[src/sv/src_pkg.sv]
// Shared types and constants for the sensor raw compensation pipeline.
// No dependencies.
package src_pkg;

   // Pipeline depths
   localparam int TF_LAT    = 4;
   localparam int DIV_W     = 32;
   localparam int DIV_LAT   = DIV_W;
   localparam int HUM_LAT   = 11;
   localparam int PRESS_LAT = 12 + DIV_LAT;
   localparam int TOTAL_LAT = TF_LAT + PRESS_LAT;

   localparam logic [31:0] HUM_LIMIT = 32'd419430400;

   // Configuration register indexes
   typedef enum logic [2:0] {
      CSR_TEMP       = 3'd0,
      CSR_PRESS_LOW  = 3'd1,
      CSR_PRESS_HIGH = 3'd2,
      CSR_MIXED      = 3'd3,
      CSR_HUM        = 3'd4
   } csr_idx_type;

   typedef struct packed {
      logic [19:0] raw_temperature;
      logic [19:0] raw_pressure;
      logic [15:0] raw_humidity;
   } req_type;

   typedef struct packed {
      logic signed [31:0] temperature_centi;
      logic [31:0]        pressure_pa;
      logic               pressure_valid;
      logic [16:0]        humidity_q10;
   } rsp_type;

   // Coefficients, each extended to a 32-bit word
   typedef struct packed {
      logic [31:0] t1, t2, t3;
      logic [31:0] p1, p2, p3, p4, p5, p6, p7, p8, p9;
      logic [31:0] h1, h2, h3, h4, h5, h6;
   } coef_type;

endpackage

[src/sv/src_tfine.sv]
// Fine temperature stages: four register stages from raw temperature to t_fine.
// Depends on src_pkg.
module src_tfine import src_pkg::*; (
   input  logic        clock,
   input  logic        adv,
   input  coef_type    coef,
   input  req_type     req,
   output logic [31:0] tf,
   output logic [19:0] raw_p,
   output logic [15:0] raw_h
);

   logic [31:0] a_in, b_in, a_ff, b_ff;
   logic [31:0] m1_in, bb_in, m1_ff, bb_ff;
   logic [31:0] v1_in, m2_in, v1_ff, m2_ff;
   logic [31:0] tf_in, tf_ff;
   logic [19:0] rp_ff [TF_LAT];
   logic [15:0] rh_ff [TF_LAT];

   // Stage math
   always_comb begin
      a_in  = 32'(req.raw_temperature >> 3) - (coef.t1 << 1);
      b_in  = 32'(req.raw_temperature >> 4) - coef.t1;
      m1_in = a_ff * coef.t2;
      bb_in = b_ff * b_ff;
      v1_in = 32'($signed(m1_ff) >>> 11);
      m2_in = 32'($signed(bb_ff) >>> 12) * coef.t3;
      tf_in = v1_ff + 32'($signed(m2_ff) >>> 14);
   end

   always_ff @(posedge clock) begin
      if (adv) begin
         a_ff  <= a_in;
         b_ff  <= b_in;
         m1_ff <= m1_in;
         bb_ff <= bb_in;
         v1_ff <= v1_in;
         m2_ff <= m2_in;
         tf_ff <= tf_in;
         rp_ff[0] <= req.raw_pressure;
         rh_ff[0] <= req.raw_humidity;
         for (int i = 1; i < TF_LAT; i++) begin
            rp_ff[i] <= rp_ff[i-1];
            rh_ff[i] <= rh_ff[i-1];
         end
      end
   end

   assign tf    = tf_ff;
   assign raw_p = rp_ff[TF_LAT-1];
   assign raw_h = rh_ff[TF_LAT-1];

endmodule

[config.mk]
export PLATFORM = sky130hd
export DESIGN_NAME = src_tfine
export DESIGN_NICKNAME = d
export VERILOG_FILES = /design/src/sv/src_pkg.sv /design/src/sv/src_tfine.sv
export SDC_FILE = /design/constraint.sdc
export NUM_CORES = 2
export LEC_CHECK = 0
export BUFFER_PORTS_ARGS = -buffer_cell sky130_fd_sc_hd__buf_2
export CORE_ASPECT_RATIO = 2
export CORE_MARGIN = 2
export CORE_UTILIZATION = 45
export DETAILED_ROUTE_END_ITERATION = 7
export GPL_TIMING_DRIVEN = 0
export PLACE_DENSITY_LB_ADDON = 0.12
export SLEW_MARGIN = 30
export SYNTH_ARGS = -nofsm -noshare
export SYNTH_HDL_FRONTEND = slang
export SYNTH_SLANG_ARGS = --single-unit
[constraint.sdc]
create_clock -name clock -period 10.95 [get_ports clock]
set_clock_uncertainty 0.15 [all_clocks]
set_input_delay 0.5475 -clock clock [delete_from_list [all_inputs] [get_ports clock]]
set_output_delay 0.5475 -clock clock [all_outputs]
set_load 0.01 [all_outputs]
==> flow_metrics.py <==
metrics = {
    "clock_tree": {
        "cts_tree": "yes",
        "htreeDepth": 1,
        "clk_pin_slew_ps": 80,
        "worstSkewPairLatency_ps": 630,
        "clk_path_buf_depth": 3,
        "clock_sinks": 278,
        "postCtsSetupBuffers": 0,
        "cts_buffers": 25,
        "cts-root-buf": "clkbuf_16",
        "post_cts_resized": 0,
    },
    "floorplan": {
        "core_region_area_sq_um": 115000,
        "initial_core_util_pct": 45.29,
        "fp-row-count": 176,
        "io_pins": 702,
        "dieWidth_microns": 244.5,
        "dieHeight_microns": 485.0,
        "dieArea_sq_um": 118600,
    },
    "layout": {
        "syn2layout_area_growth_pct": 8.099,
        "area.sequential_sq_um": 8348,
        "layout_common_cells": "inv_1 (1261), fa_1 (1125), and2_1 (630)",
        "nets": 7568,
        "fillers": 11080,
        "final_cells": 6956,
        "final_common_cell": "inv_1",
        "drive_gt1_share_pct": 5.522,
        "multiInputGateArea_sq_um": 38080,
    },
    "synth": {
        "synth_top_cell_area_share_pct": 43.26,
        "ys_ff_latch": 278,
        "synth_edf_count": 278,
        "synth_area_leader_cell": "fa_1",
        "syn-num-nets": 7301,
        "synth_area_leaders": "fa_1 (43%), edfxtp_1 (16%), ha_1 (9.5%)",
        "synth_area_per_cell_sq_um": 10.11,
        "synth_seq_area_share_pct": 16.04,
        "synth_cells": 5147,
        "synth_cell_types": 66,
        "yosys_most_used_dff": "edfxtp_1",
        "yosysWarnings": 0,
        "netlist_area_sq_um": 52060,
        "ys_async_sr_fraction_pct": 0,
    },
    "drt": {
        "routed-via-count": 36740,
        "drt-wirelength-per-cell_microns": 26.32,
        "drtIter0Drc": 1721,
        "via_per_inst": 5.282,
        "drc_errors": 0,
        "ant_nets": 0,
        "drt_wl_total_microns": 183100,
        "drt_pass1_iterations": 6,
    },
    "global_routing": {
        "grt_use_met2_pct": 60.17,
        "antenna_found_initial": 13,
        "grt_busiest_layer": "met2",
        "met3_usage_pct": 5.136,
        "grtUsageMet1_pct": 27.72,
        "grt_pass1_vias": 42010,
        "grt_pass1_wl_microns": 267300,
        "grtUsageTotal_pct": 31.99,
        "grt_max_degree": 93,
        "overflow": 0,
    },
    "timing": {
        "tns_ps": 0,
        "rsz0062_at_grt": "false",
        "post-route-period-util_pct": 89.72,
        "holdWs_ps": 73.63,
        "setup_violations": 0,
        "min_period_ps": 9824,
        "slew_violations": 0,
        "max_freq_mhz": 101.8,
        "hold_viol": 0,
        "max_slew_margin_pct": 22.11,
        "worst_slew_pin_slew_ps": 1168,
    },
    "placed_design": {
        "hpwlAfterDp_microns": 157800,
        "placedCellCount": 6863,
        "io_buffers": 200,
        "gp_congestion": 1.012,
    },
    "worst_setup_path": {
        "end_kind": "flip-flop",
        "cpPeakStageDelay_ps": 900,
        "cp_slowest_cell": "clkbuf_1",
        "required_ps": 11200,
        "path_delay_family": "adder cells",
        "cp_max_fo": 10,
        "criticalPathCategory": "reg -> reg",
        "cp_num_buf_inv": 8,
        "crit_path_start_kind": "flip-flop",
        "crit_arrival_ps": 10070,
        "cp_common_cell": "fa_1",
    },
    "worst_hold_path": {
        "hp-class": "in -> reg",
    },
    "run": {
        "max_cap_viol_count": 0,
    },
    "status": {
        "status": "finished, final reports clean",
    },
}
==> cell families (layout without fill, tap and decap cells) <==
| family | after synthesis | count (layout) | synth area share (%) |
|---|---|---|---|
| AO/OA/AOI/OAI | 217 | 217 | 2.848 |
| XOR/XNOR | 220 | 220 | 3.701 |
| adder cells (fa/ha/maj) | 1520 | 1520 | 52.75 |
| buffers and inverters | 1496 | 1782 | 10.87 |
| flip-flops | 278 | 278 | 16.04 |
| multiplexers | 1 | 1 | 0.01923 |
| other | 0 | 10 | 0 |
| AND/OR/NAND/NOR | 1415 | 1415 | 13.77 |
==> metrics by stage <==
| stage | util, % | setup slack [ps] | instance area (sq um) |
|---|---|---|---|
| 2_1_floorplan | - | 3394 | 52060 |
| 3_3_place_gp | 47.81 | 701.3 | 54950 |
| 3_5_place_dp | 47.94 | 1229 | 55100 |
| 4_1_cts | 48.93 | 1173 | 56250 |
| 5_1_grt | 48.95 | 906.3 | 56270 |
| 6_report | 48.96 | 1126 | 56280 |
==> path summary, 6_finish.rpt <==
| kind | startpoint | to | slack (ps) | cells after the start |
|---|---|---|---|---|
| max reg2reg | a_ff[3]$_DFFE_PP_ | bb_ff[31]$_DFFE_PP_ | 1130 | 25 |
| min reg2reg | rp_ff[2][18]$_DFFE_PP_ | rp_ff[3][18]$_DFFE_PP_ | 250 | 0 |
| max | a_ff[3]$_DFFE_PP_ | bb_ff[31]$_DFFE_PP_ | 1130 | 25 |
| min | coef[574] | b_ff[30]$_DFFE_PP_ | 70 | 2 |
==> layer usage <==
layer  wire length [microns]  part of all wire (%)  up-vias
li1                        -                     -    15630
met4                   22250                    12        0
met3                    9444                   5.2      678
met1                   52020                    28    19030
met2                   99350                    54     1400
met5                       0                     0        -
==> final cells by class <==
cell class	instances	area share, %
clock buffers	27	1.125
flip-flops and latches	278	14.83
repair buffers	240	2.601
diodes	10	0.04447
plain buffers	233	1.681
inverters	1263	8.424
multi-input cells	3373	67.67
clock inverters	19	0.2535
well taps	1513	3.364
==> registers in the layout, indices dropped and copies added (netlist names) <==
register / flops
m2_ff: 18
v1_ff: 21
bb_ff: 20
m1_ff: 21
a_ff: 31
b_ff: 1
rp_ff: 80
rh_ff: 64
tf: 22
==> repair_timing <==
| action | 4_1_cts | 5_1_grt |
|---|---|---|
| hold buffers | 37 | 0 |
| hold endpoints to repair | 37 | 0 |
| endpoints found under the setup margin | 0 | 0 |
==> worst reg2reg max path, stage by stage (launching register included) <==
cell and delay [ps]:
edfxtp_1 480, clkbuf_1 540, clkbuf_1 900, clkbuf_2 640
nand2_1 140, fa_1 520, inv_1 80, fa_1 500
inv_1 50, fa_1 480, fa_1 550, inv_1 50
fa_1 490, inv_1 50, fa_1 530, inv_1 50
fa_1 390, fa_1 460, ha_1 390, nand4_1 100
or2_2 300, a311oi_1 550, and4b_1 300, nor3_1 400
nor3_1 110, nor3_1 340
==> synth_stat cells, types with 32 or more instances <==
master       n
fa_1      1125
nor2_1      80
inv_1     1261
ha_1       395
xor2_1      58
and2_1     630
xnor2_1    162
a21oi_1     55
nand2_1    596
clkbuf_1   220
a21o_1      32
edfxtp_1   278
Power is not shown: default switching activity piles up to over one toggle a cycle in this logic, so the estimate is an artifact.
